`config.mk`:
```
export PLATFORM = sky130hd
export DESIGN_NAME = video_packet_deframer_top_flat
export DESIGN_NICKNAME = d
export VERILOG_FILES = /design/src/hdl/vpd_pkg.sv /design/src/hdl/vpd_if.sv /design/src/hdl/video_packet_deframer_top.sv /design/src/hdl/vpd_in_stage.sv /design/src/hdl/vpd_step.sv /design/src/hdl/vpd_out_stage.sv /design/src/flat_wrapper.sv
export SDC_FILE = /design/constraint.sdc
export NUM_CORES = 1
export LEC_CHECK = 0
export BUFFER_PORTS_ARGS = -buffer_cell sky130_fd_sc_hd__buf_2
export CORE_AREA = 2 2 98 76
export DETAILED_ROUTE_END_ITERATION = 8
export DIE_AREA = 0 0 100 78
export PLACE_DENSITY = 0.78
export SLEW_MARGIN = 20
export SYNTH_ARGS = -nofsm -noshare
export SYNTH_HDL_FRONTEND = slang
export SYNTH_SLANG_ARGS = --single-unit
```
`constraint.sdc`:
```
create_clock -name clk -period 4.8 [get_ports clk]
set_input_delay 1.2 -clock clk [delete_from_list [all_inputs] [get_ports clk]]
set_output_delay 1.2 -clock clk [all_outputs]
set_load 0.05 [all_outputs]
```
`src/hdl/vpd_pkg.sv`:
```
// ----------------------------------------------------------------------------
// vpd_pkg
// Types and constants shared by the video packet deframer modules.
// ----------------------------------------------------------------------------
`default_nettype none

package vpd_pkg;

  localparam int WORD_W = 16;
  localparam int ROW_W  = 6;
  localparam int COL_W  = 7;
  localparam int SKIP_W = 7;
  localparam int CFG_W  = 7;
  localparam int IDX_W  = 1;

  localparam logic [ROW_W-1:0]  ROWS_RESET   = 6'd45;
  localparam logic [SKIP_W-1:0] SKIP_RESET   = 7'd61;
  localparam logic [WORD_W-1:0] DISCARD_MASK = 16'h0f00;

  // register indexes of the configuration port
  localparam logic [IDX_W-1:0] CFG_ROWS_PER_FRAME = 1'b0;
  localparam logic [IDX_W-1:0] CFG_DISCARD_SKIP   = 1'b1;

  localparam logic KIND_PIXEL = 1'b0;
  localparam logic KIND_ERROR = 1'b1;

  typedef enum logic [1:0] {
    PH_ID   = 2'd0,
    PH_SKIP = 2'd1,
    PH_CRC  = 2'd2,
    PH_PIX  = 2'd3
  } phase_t;

  typedef struct packed {
    logic              kind;
    logic [WORD_W-1:0] value;
    logic [ROW_W-1:0]  row_index;
    logic [COL_W-1:0]  col_index;
    logic              frame_last;
  } result_t;

  // step output toward the result register
  typedef struct packed {
    logic    valid;
    result_t res;
  } step_out_t;

endpackage

`default_nettype wire

```
`src/hdl/vpd_if.sv`:
```
// ----------------------------------------------------------------------------
// vpd_if
// Valid/ready channels for the input words and the result words.
// ----------------------------------------------------------------------------
`default_nettype none

interface vpd_word_if;
  logic                       valid;
  logic                       ready;
  logic [vpd_pkg::WORD_W-1:0] word_in;

  modport source (output valid, output word_in, input ready);
  modport sink   (input valid, input word_in, output ready);
endinterface

interface vpd_result_if;
  logic                       valid;
  logic                       ready;
  logic                       kind;
  logic [vpd_pkg::WORD_W-1:0] value;
  logic [vpd_pkg::ROW_W-1:0]  row_index;
  logic [vpd_pkg::COL_W-1:0]  col_index;
  logic                       frame_last;

  modport source (output valid, output kind, output value, output row_index,
                  output col_index, output frame_last, input ready);
  modport sink   (input valid, input kind, input value, input row_index,
                  input col_index, input frame_last, output ready);
endinterface

`default_nettype wire

```
`src/hdl/video_packet_deframer_top.sv`:
```
// ----------------------------------------------------------------------------
// video_packet_deframer_top
// Splits a camera video word stream into pixel results with row and column, and error results.
// ----------------------------------------------------------------------------
// registers: an accepted input word is held in the input register, decoded by the
//   step logic, and its result is held in the result register until it is taken
// throughput: one word per cycle while the output is ready; a waiting result
//   holds the step, and the input stalls once the input register holds a word
// reset: synchronous, clears phase and counters, loads 45 rows and 61 skip words
`default_nettype none

module video_packet_deframer_top #(
  parameter int PIXELS_PER_ROW = 80
) (
  input  wire logic                       clk,
  input  wire logic                       rst,
  vpd_word_if.sink                        in,
  vpd_result_if.source                    out,
  input  wire logic                       cfg_we,
  input  wire logic [vpd_pkg::IDX_W-1:0]  cfg_index,
  input  wire logic [vpd_pkg::CFG_W-1:0]  cfg_data
);

  logic                       word_valid;
  logic [vpd_pkg::WORD_W-1:0] word;
  logic                       can_take;
  logic                       advance;
  vpd_pkg::step_out_t         step_out;

  // held word moves on when the result register has room
  assign advance = word_valid && can_take;

  vpd_in_stage u_in (
    .clk        (clk),
    .rst        (rst),
    .in         (in),
    .advance    (advance),
    .word_valid (word_valid),
    .word       (word)
  );

  vpd_step #(
    .PIXELS_PER_ROW (PIXELS_PER_ROW)
  ) u_step (
    .clk       (clk),
    .rst       (rst),
    .cfg_we    (cfg_we),
    .cfg_index (cfg_index),
    .cfg_data  (cfg_data),
    .advance   (advance),
    .word      (word),
    .step_out  (step_out)
  );

  vpd_out_stage u_out (
    .clk      (clk),
    .rst      (rst),
    .advance  (advance),
    .step_out (step_out),
    .can_take (can_take),
    .out      (out)
  );

endmodule

`default_nettype wire

```
`src/hdl/vpd_in_stage.sv`:
```
// ----------------------------------------------------------------------------
// vpd_in_stage
// Input register: holds one received word until the step logic takes it.
// ----------------------------------------------------------------------------
`default_nettype none

module vpd_in_stage (
  input  wire logic                       clk,
  input  wire logic                       rst,
  vpd_word_if.sink                        in,
  input  wire logic                       advance,
  output logic                            word_valid,
  output logic [vpd_pkg::WORD_W-1:0]      word
);

  logic                       valid_q;
  logic [vpd_pkg::WORD_W-1:0] word_q;

  // take a new word when empty or when the held word moves on this cycle
  assign in.ready   = !valid_q || advance;
  assign word_valid = valid_q;
  assign word       = word_q;

  always_ff @(posedge clk) begin
    if (rst) begin
      valid_q <= 1'b0;
    end else if (in.ready) begin
      valid_q <= in.valid;
    end
  end

  always_ff @(posedge clk) begin
    if (in.ready && in.valid) begin
      word_q <= in.word_in;
    end
  end

endmodule

`default_nettype wire

```
`src/hdl/vpd_step.sv`:
```
// ----------------------------------------------------------------------------
// vpd_step
// Deframer state, configuration registers and the per-word decode.
// ----------------------------------------------------------------------------
`default_nettype none

module vpd_step #(
  parameter int PIXELS_PER_ROW = 80
) (
  input  wire logic                       clk,
  input  wire logic                       rst,
  input  wire logic                       cfg_we,
  input  wire logic [vpd_pkg::IDX_W-1:0]  cfg_index,
  input  wire logic [vpd_pkg::CFG_W-1:0]  cfg_data,
  input  wire logic                       advance,
  input  wire logic [vpd_pkg::WORD_W-1:0] word,
  output vpd_pkg::step_out_t              step_out
);

  localparam logic [vpd_pkg::COL_W:0] PIX_LAST = (vpd_pkg::COL_W + 1)'(PIXELS_PER_ROW);

  logic [vpd_pkg::ROW_W-1:0]  rows_per_frame;
  logic [vpd_pkg::SKIP_W-1:0] discard_skip_words;

  vpd_pkg::phase_t            phase, phase_next;
  logic [vpd_pkg::ROW_W-1:0]  row_count, row_count_next;
  logic [vpd_pkg::COL_W-1:0]  col_count, col_count_next;
  logic [vpd_pkg::SKIP_W-1:0] skip_count, skip_count_next;

  logic                       is_discard;
  logic                       id_match;
  logic                       last_col;
  logic                       last_row;
  logic [vpd_pkg::ROW_W-1:0]  eff_rows;
  logic [vpd_pkg::SKIP_W-1:0] skip_dec;

  always_ff @(posedge clk) begin
    if (rst) begin
      rows_per_frame     <= vpd_pkg::ROWS_RESET;
      discard_skip_words <= vpd_pkg::SKIP_RESET;
    end else if (cfg_we) begin
      case (cfg_index)
        vpd_pkg::CFG_ROWS_PER_FRAME: rows_per_frame <= cfg_data[vpd_pkg::ROW_W-1:0];
        vpd_pkg::CFG_DISCARD_SKIP:   discard_skip_words <= cfg_data;
        default: ;
      endcase
    end
  end

  // zero rows acts as one
  assign eff_rows   = (rows_per_frame == '0) ? vpd_pkg::ROW_W'(1) : rows_per_frame;
  assign is_discard = (row_count == '0) &&
                      ((word & vpd_pkg::DISCARD_MASK) == vpd_pkg::DISCARD_MASK);
  assign id_match   = (word[11:0] == 12'(row_count));
  assign last_col   = ({1'b0, col_count} + 1'b1) >= PIX_LAST;
  assign last_row   = ({1'b0, row_count} + 1'b1) >= {1'b0, eff_rows};
  assign skip_dec   = (skip_count != '0) ? skip_count - 1'b1 : skip_count;

  // next state
  always_comb begin
    phase_next      = phase;
    row_count_next  = row_count;
    col_count_next  = col_count;
    skip_count_next = skip_count;
    case (phase)
      vpd_pkg::PH_ID: begin
        if (is_discard) begin
          skip_count_next = discard_skip_words;
          phase_next      = (discard_skip_words == '0) ? vpd_pkg::PH_ID : vpd_pkg::PH_SKIP;
        end else if (id_match) begin
          col_count_next = '0;
          phase_next     = vpd_pkg::PH_CRC;
        end else begin
          row_count_next = '0;
          col_count_next = '0;
          phase_next     = vpd_pkg::PH_ID;
        end
      end
      vpd_pkg::PH_SKIP: begin
        skip_count_next = skip_dec;
        if (skip_dec == '0) begin
          phase_next = vpd_pkg::PH_ID;
        end
      end
      vpd_pkg::PH_CRC: begin
        phase_next = vpd_pkg::PH_PIX;
      end
      vpd_pkg::PH_PIX: begin
        if (last_col) begin
          col_count_next = '0;
          row_count_next = last_row ? '0 : row_count + 1'b1;
          phase_next     = vpd_pkg::PH_ID;
        end else begin
          col_count_next = col_count + 1'b1;
        end
      end
      default: phase_next = vpd_pkg::PH_ID;
    endcase
  end

  // result of the word
  always_comb begin
    step_out.valid          = 1'b0;
    step_out.res.kind       = vpd_pkg::KIND_PIXEL;
    step_out.res.value      = word;
    step_out.res.row_index  = row_count;
    step_out.res.col_index  = '0;
    step_out.res.frame_last = 1'b0;
    case (phase)
      vpd_pkg::PH_ID: begin
        if (!is_discard && !id_match) begin
          step_out.valid    = advance;
          step_out.res.kind = vpd_pkg::KIND_ERROR;
        end
      end
      vpd_pkg::PH_PIX: begin
        step_out.valid          = advance;
        step_out.res.col_index  = col_count;
        step_out.res.frame_last = last_col && last_row;
      end
      default: ;
    endcase
  end

  always_ff @(posedge clk) begin
    if (rst) begin
      phase      <= vpd_pkg::PH_ID;
      row_count  <= '0;
      col_count  <= '0;
      skip_count <= '0;
    end else if (advance) begin
      phase      <= phase_next;
      row_count  <= row_count_next;
      col_count  <= col_count_next;
      skip_count <= skip_count_next;
    end
  end

endmodule

`default_nettype wire

```
`src/hdl/vpd_out_stage.sv`:
```
// ----------------------------------------------------------------------------
// vpd_out_stage
// Result register driving the output channel.
// ----------------------------------------------------------------------------
`default_nettype none

module vpd_out_stage (
  input  wire logic                 clk,
  input  wire logic                 rst,
  input  wire logic                 advance,
  input  wire vpd_pkg::step_out_t   step_out,
  output logic                      can_take,
  vpd_result_if.source              out
);

  logic             valid_q;
  vpd_pkg::result_t res_q;

  assign can_take = !valid_q || out.ready;

  always_ff @(posedge clk) begin
    if (rst) begin
      valid_q <= 1'b0;
    end else if (advance) begin
      valid_q <= step_out.valid;
    end else if (out.ready) begin
      valid_q <= 1'b0;
    end
  end

  always_ff @(posedge clk) begin
    if (advance && step_out.valid) begin
      res_q <= step_out.res;
    end
  end

  assign out.valid      = valid_q;
  assign out.kind       = res_q.kind;
  assign out.value      = res_q.value;
  assign out.row_index  = res_q.row_index;
  assign out.col_index  = res_q.col_index;
  assign out.frame_last = res_q.frame_last;

endmodule

`default_nettype wire
```
`src/flat_wrapper.sv`:
```
// flat-port wrapper written by rule: the top's interface ports become plain ports
module video_packet_deframer_top_flat 
#(
  parameter int PIXELS_PER_ROW = 80
)
  (clk, rst, cfg_we, cfg_index, cfg_data, in_valid, in_word_in, in_ready, out_valid, out_kind, out_value, out_row_index, out_col_index, out_frame_last, out_ready);
  vpd_word_if in_i ();
  vpd_result_if out_i ();
  input  wire logic clk;
  input  wire logic rst;
  input  wire logic cfg_we;
  input  wire logic [vpd_pkg::IDX_W-1:0] cfg_index;
  input  wire logic [vpd_pkg::CFG_W-1:0] cfg_data;
  input wire logic [$bits(in_i.valid)-1:0] in_valid;
  input wire logic [$bits(in_i.word_in)-1:0] in_word_in;
  output wire logic [$bits(in_i.ready)-1:0] in_ready;
  output wire logic [$bits(out_i.valid)-1:0] out_valid;
  output wire logic [$bits(out_i.kind)-1:0] out_kind;
  output wire logic [$bits(out_i.value)-1:0] out_value;
  output wire logic [$bits(out_i.row_index)-1:0] out_row_index;
  output wire logic [$bits(out_i.col_index)-1:0] out_col_index;
  output wire logic [$bits(out_i.frame_last)-1:0] out_frame_last;
  input wire logic [$bits(out_i.ready)-1:0] out_ready;
  assign in_i.valid = in_valid;
  assign in_i.word_in = in_word_in;
  assign in_ready = in_i.ready;
  assign out_valid = out_i.valid;
  assign out_kind = out_i.kind;
  assign out_value = out_i.value;
  assign out_row_index = out_i.row_index;
  assign out_col_index = out_i.col_index;
  assign out_frame_last = out_i.frame_last;
  assign out_i.ready = out_ready;
  video_packet_deframer_top #(.PIXELS_PER_ROW(PIXELS_PER_ROW)) u_core (.clk(clk), .rst(rst), .in(in_i), .out(out_i), .cfg_we(cfg_we), .cfg_index(cfg_index), .cfg_data(cfg_data));
endmodule
```
; Yosys cells after proc, flatten, opt, wreduce, memory -nomap -nowiden
; Index checks and enable logic that the tools add are counted.
[word_totals]
ff_bits = 84
inputBits = 29
elab_cells = 81
[op_classes]
n_addsub = 5
magnitude_cmp = 2
n_eq_ne = 10
muxes = 22
bitwise_logic = 1
reduce_logical = 27
[ops]
columns = operator, count
row1 = 6-bit 2-to-1 mux, 5
row2 = 7-bit 2-to-1 mux, 4
row3 = 7-bit case mux with 2 select lines, 2
row4 = 7-bit logical NOT, 2
row5 = 12-bit by 6-bit equality test with 1-bit output, 1
row6 = 6-bit logical NOT, 2
row7 = 6-bit case mux with 2 select lines, 1
row8 = 2-bit 2-to-1 mux, 5
row9 = 2-bit != test (second input constant), 5
row10 = 3-bit AND reduction, 3
row11 = 7-bit by 1-bit adder with 8-bit output (second input constant), 1
row12 = 8-bit by 7-bit greater-or-equal comparator with 1-bit output (second input constant), 1
row13 = 2-bit case mux with 4 select lines, 1
row14 = 6-bit by 1-bit adder with 7-bit output (second input constant), 1
row15 = 7-bit by 1-bit adder with 7-bit output (second input constant), 1
row16 = 7-bit by 6-bit greater-or-equal comparator with 1-bit output, 1
row17 = 7-bit nonzero test, 1
row18 = 7-bit by 1-bit subtractor with 7-bit output (second input constant), 1
row19 = 6-bit by 1-bit adder with 6-bit output (second input constant), 1
row20 = 1-bit logical AND, 6
row21 = 2-bit nonzero test, 3
row22 = 5-bit AND reduction, 1
row23 = 2-bit equality test (second input constant), 2
row24 = 4-bit equality test (second input constant), 1
row25 = other kinds (8), 15

; Depth between registers and ports, before layout
[logic_depth]
word_depth = 7
mapped_depth = 10
mapped_depth_nobuf = 9

; By module
; Synthesis repeated with hierarchy kept, for this count alone.
[hier_totals]
hier_cells = 365
hier_area_um2 = 4020.1
[by_module_without_submodules]
columns = mod, instances, cells_each, area_each_um2
row1 = vpd_step, 1, 307, 2487.4
row2 = vpd_out_stage, 1, 36, 991.0
row3 = vpd_in_stage, 1, 21, 535.5
row4 = video_packet_deframer_top, 1, 1, 6.3

; Worst setup path after synthesis
; Ideal clock, no wire load.
[synth_timing]
path_type = input to register
start = input port out_ready
end = register u_core.u_out.res_q (netlist bit u_core.u_out.out.col_index[0]) (enable)
arrival_ps = 3666
required_ps = 4342
setup_slack_ps = 676
path_stages = 3
path_buffers = 0
path_cell_list = nand2b_1 > nand2_1 > nor3_1
[synth_between]
elab_chain_cells = 5
[synth_lines]
columns = element, line_no
row1 = from (decl), flat_wrapper.sv:23  ; input wire logic [$bits(out_i.ready)-1:0] out_ready;
row2 = 1-bit logical OR *, vpd_out_stage.sv:19  ; assign can_take = !valid_q || out.ready;
row3 = 1-bit logical AND *, video_packet_deframer_top.sv:31  ; assign advance = word_valid && can_take;
row4 = 2-bit 2-to-1 mux, vpd_step.sv:111  ; if (!is_discard && !id_match) begin
row5 = 1-bit case mux with 2 select lines, vpd_step.sv:109  ; case (phase)
row6 = 1-bit logical AND *, vpd_out_stage.sv:32  ; if (advance && step_out.valid) begin
row7 = to (signal assigned), vpd_out_stage.sv:33  ; res_q <= step_out.res;
row8 = to (decl), vpd_out_stage.sv:17  ; vpd_pkg::result_t res_q;
; Mark *: on every way between the ends. The rest lies on a longest branch, timed or not.
; A chain may end at the register's enable or synchronous reset.

; Worst setup path after layout
[layout_timing]
start = register u_core.u_step.row_count[0] in the netlist's numbering
end = register u_core.u_step.row_count[1] in the netlist's numbering
[layout_between]
elab_chain_cells = 5
[layout_lines]
columns = element, line_no
row1 = from (decl), vpd_step.sv:26  ; logic [vpd_pkg::ROW_W-1:0] row_count, row_count_next;
row2 = from (signal assigned), vpd_step.sv:133  ; row_count <= row_count_next;
row3 = 6-bit by 1-bit adder with 7-bit output, vpd_step.sv:56  ; assign last_row = ({1'b0, row_count} + 1'b1) >= {1'b0, eff_rows};
row4 = 7-bit by 6-bit greater-or-equal comparator with 1-bit output, vpd_step.sv:56
row5 = 6-bit 2-to-1 mux, vpd_step.sv:91  ; row_count_next = last_row ? '0 : row_count + 1'b1;
row6 = 6-bit 2-to-1 mux, vpd_step.sv:89  ; if (last_col) begin
row7 = 6-bit case mux with 2 select lines, vpd_step.sv:65  ; case (phase)
; Several ways; a longest one is shown, not always the timed one. The select of a mux whose other input is x is not followed.

==> results.ini <==
[outcome]
outcome = complete, no violations

[worst_setup_path]
rr_startpoint = u_core.u_step.row_count[0]$_SDFFE_PP0P_
rrSetupSlack_ns = 1.87
criticalPathCategory = reg2reg
endpoint_kind = flip-flop
cp.arrival_ns = 3.22
start_kind = flip-flop
crit_required_ns = 5.09
critPathMaxFanout = 9
reg2reg_to = u_core.u_step.row_count[1]$_SDFFE_PP0P_
worst_r2r_path_depth = 9

[drt]
drtIter0Drc = 269
highest_layer = met4
drtAntennaViolNets = 0
drtPass1Iterations = 5
drt-met1-wl_um = 3550
wl_um = 7460
wl_met3_um = 532
vias_per_cell = 5.60
met2WireLength_um = 3270
drc = 0
vias = 2727
wl_per_cell_um = 15.3

[cells_and_area]
final_layout_size_suffix_gt1_share_pct = 21.3
fillCellCount = 538
fin_nets = 442
stdcell_count = 487
mostFrequentLayoutCell = buf_2
syn2layout_area_growth_pct = 15.1
final_cell_mix = 61 x buf_2, 47 x edfxtp_1, 37 x dfxtp_1
antenna-diode-count = 0

[min_path]
min_from = u_core.u_in.word[14]$_DFFE_PP_
holdPathEnd = u_core.u_out.out.value[14]$_DFFE_PP_
hold_class = reg2reg
holdPathStages = 0

[yosys]
ys_seq_area_share_pct = 57.2
syn_area_sq_um = 3760
synthMuxAreaShare_pct = 1.06
synth_edf_count = 47
synth_adder_area_share_pct = 4.99
syn_nets = 382
synth_cell_type_count = 50
ys_warn_count = 0
synthXorXnorAreaFrac_pct = 4.19
synth_area_per_cell_sq_um = 11.1
synthArstFlopShare_pct = 0
synth_top_family_by_area = simple AND/OR/NAND/NOR gates
synth_seq_cells = 84
synth_ff_type = edfxtp_1
synth_compound_area_share_pct = 12.0
synth_cells = 338
synthSimpleGateAreaFrac_pct = 17.4

[timing]
tightest_slew_ns = 0.798
max_slew_margin_pct = 46.8
fin_crit_sh_pct = 61.0
fin_crit_ns = 2.93
maxSlewViolCount = 0
finalSetupViolCount = 0
max_freq_mhz = 341
fin_skew_ns = 0.0117
grt_setup_unrepaired = no
finalSetupTns_ns = 0
finalHoldViolCount = 0

[placement]
dp_cells = 471
hpwl_um = 5170
place.port_buffers = 61
gp_congestion = 0.835

[cts]
numClockSinks = 84
cts_root_buffer = clkbuf_8
cts_tree = built
ctsLongestPathBuffers = 2
cts_resized = 0
cts_setup_buffers = 0
cts_htree_levels = 3
hold_buffers = 0
clkLatencyLatePin_ns = 0.37
cts_buffers = 9
clk_pin_slew_ns = 0.09

[grt]
grt_pass1_vias = 2445
grt_pass1_wl_um = 12000
gr-usage-all-layers_pct = 20.1
grt_max_degree = 32
grt_overflow = 0
grt_antenna_before_repair = 0

[flow_run]
cap_violations = 0

[die]
die-width_um = 100
io_pins = 62
start_util_pct = 55.6
fp.dieArea_sq_um = 7800
core_area_sq_um = 6770
dieHeight_um = 78
rows = 26

[pwr]
ir_worst_vdd_v = 0.000213
power_density_nw_per_um2 = 363
power.leakage_nw = 1.72

==> area by class of cell <==
type                    count  area (sq um)  share of cell area, %
multi-input cells         224          1500                   34.6
repair buffers             62           313                   7.22
inverters                  17          63.8                   1.47
clock buffers              10           128                   2.95
well taps                  84           105                   2.43
flip-flops and latches     84          2150                   49.7
clock inverters             6          73.8                   1.70
==> through the flow <==
step / hold slack [ns] / setup WS, ns / cell area, sq um / power, mW / util, %
after detailed placement: 0.410 / 1.89 / 4130 / 1.08 / 61.1
after CTS: 0.419 / 1.89 / 4330 / 1.59 / 64.0
after floorplan: 0.400 / 0.676 / 3760 / 1.02 / -
final: 0.418 / 1.87 / 4330 / 1.57 / 64.0
after global routing: 0.432 / 1.68 / 4330 / 1.64 / 64.0
after global placement: 0.400 / 1.91 / 4130 / 1.07 / 61.1
==> logic make-up (layout without fill, tap and decap cells) <==
logic type                 Yosys count  after routing
buffers and inverters               30             95
and+or+nand+nor                    125            125
xor gates and xnor gates            18             18
AOI/OAI and AO/OA                   62             62
muxes                                4              4
DFF                                 84             84
adders and majority gates           15             15
==> per-layer routing <==
metal / track usage (%) / up-vias
met1: 28.5 / 1274
met3: 6.31 / 9
met2: 29.2 / 94
met5: 0 / -
met4: 6.71 / 0
li1: - / 1350
==> Yosys cell counts (7+ instances only) <==
| master | n | area share, % |
|---|---|---|
| clkbuf_1 | 8 | 0.80 |
| a31oi_1 | 7 | 1.2 |
| and3_1 | 9 | 1.5 |
| xnor2_1 | 10 | 2.3 |
| nor2_1 | 29 | 2.9 |
| dfxtp_1 | 37 | 20 |
| nand3_1 | 15 | 2.0 |
| edfxtp_1 | 47 | 37 |
| a21oi_1 | 18 | 2.4 |
| a211o_1 | 9 | 2.1 |
| xor2_1 | 8 | 1.9 |
| nand2_1 | 29 | 2.9 |
| inv_1 | 17 | 1.7 |
| and2_1 | 10 | 1.7 |
| ha_1 | 15 | 5.0 |
==> where the power goes <==
group,switching (mW),leakage [nW],total (mW),internal (mW)
Sequential,0.0211,0.748,0.827,0.806
Combinational,0.163,0.876,0.233,0.0698
Clock,0.268,0.0950,0.514,0.247
Total,0.452,1.72,1.57,1.12
==> worst max-delay path: stages (launching register included) <==
cell and delay [ns]:
dfxtp_1 0.47, ha_1 0.28, nand3_1 0.16, xnor2_1 0.19, ha_1 0.32, a21o_1 0.17, a211o_1 0.29, a31oi_1 0.61
nand3_1 0.17, a21oi_1 0.20
==> worst max path at each step <==
| stage | start | to | slack [ns] |
|---|---|---|---|
| 2_1_floorplan | out_ready | u_core.u_out.out.col_index[0]$_SDFFCE_PN0P_ | 0.68 |
| 3_3_place_gp | out_ready | in_ready | 1.91 |
| 3_5_place_dp | out_ready | in_ready | 1.89 |
| 4_1_cts | out_ready | in_ready | 1.89 |
| 5_1_grt | u_core.u_step.row_count[0]$_SDFFE_PP0P_ | u_core.u_step.row_count[0]$_SDFFE_PP0P_ | 1.68 |
| 6_report | u_core.u_step.row_count[0]$_SDFFE_PP0P_ | u_core.u_step.row_count[1]$_SDFFE_PP0P_ | 1.87 |
==> sequential cells by signal, indices dropped and copies added, names as in the netlist, 2 cells and up <==
signal,cells
u_core.u_in.word,16
u_core.u_step.skip_count,7
u_core.u_step.rows_per_frame,6
u_core.u_step.discard_skip_words,7
u_core.u_out.out.row_index,6
u_core.u_step.phase,2
u_core.u_step.row_count,6
u_core.u_step.col_count,7
u_core.u_out.out.col_index,7
u_core.u_out.out.value,16
No activity file was read; power rests on OpenSTA's default activity.
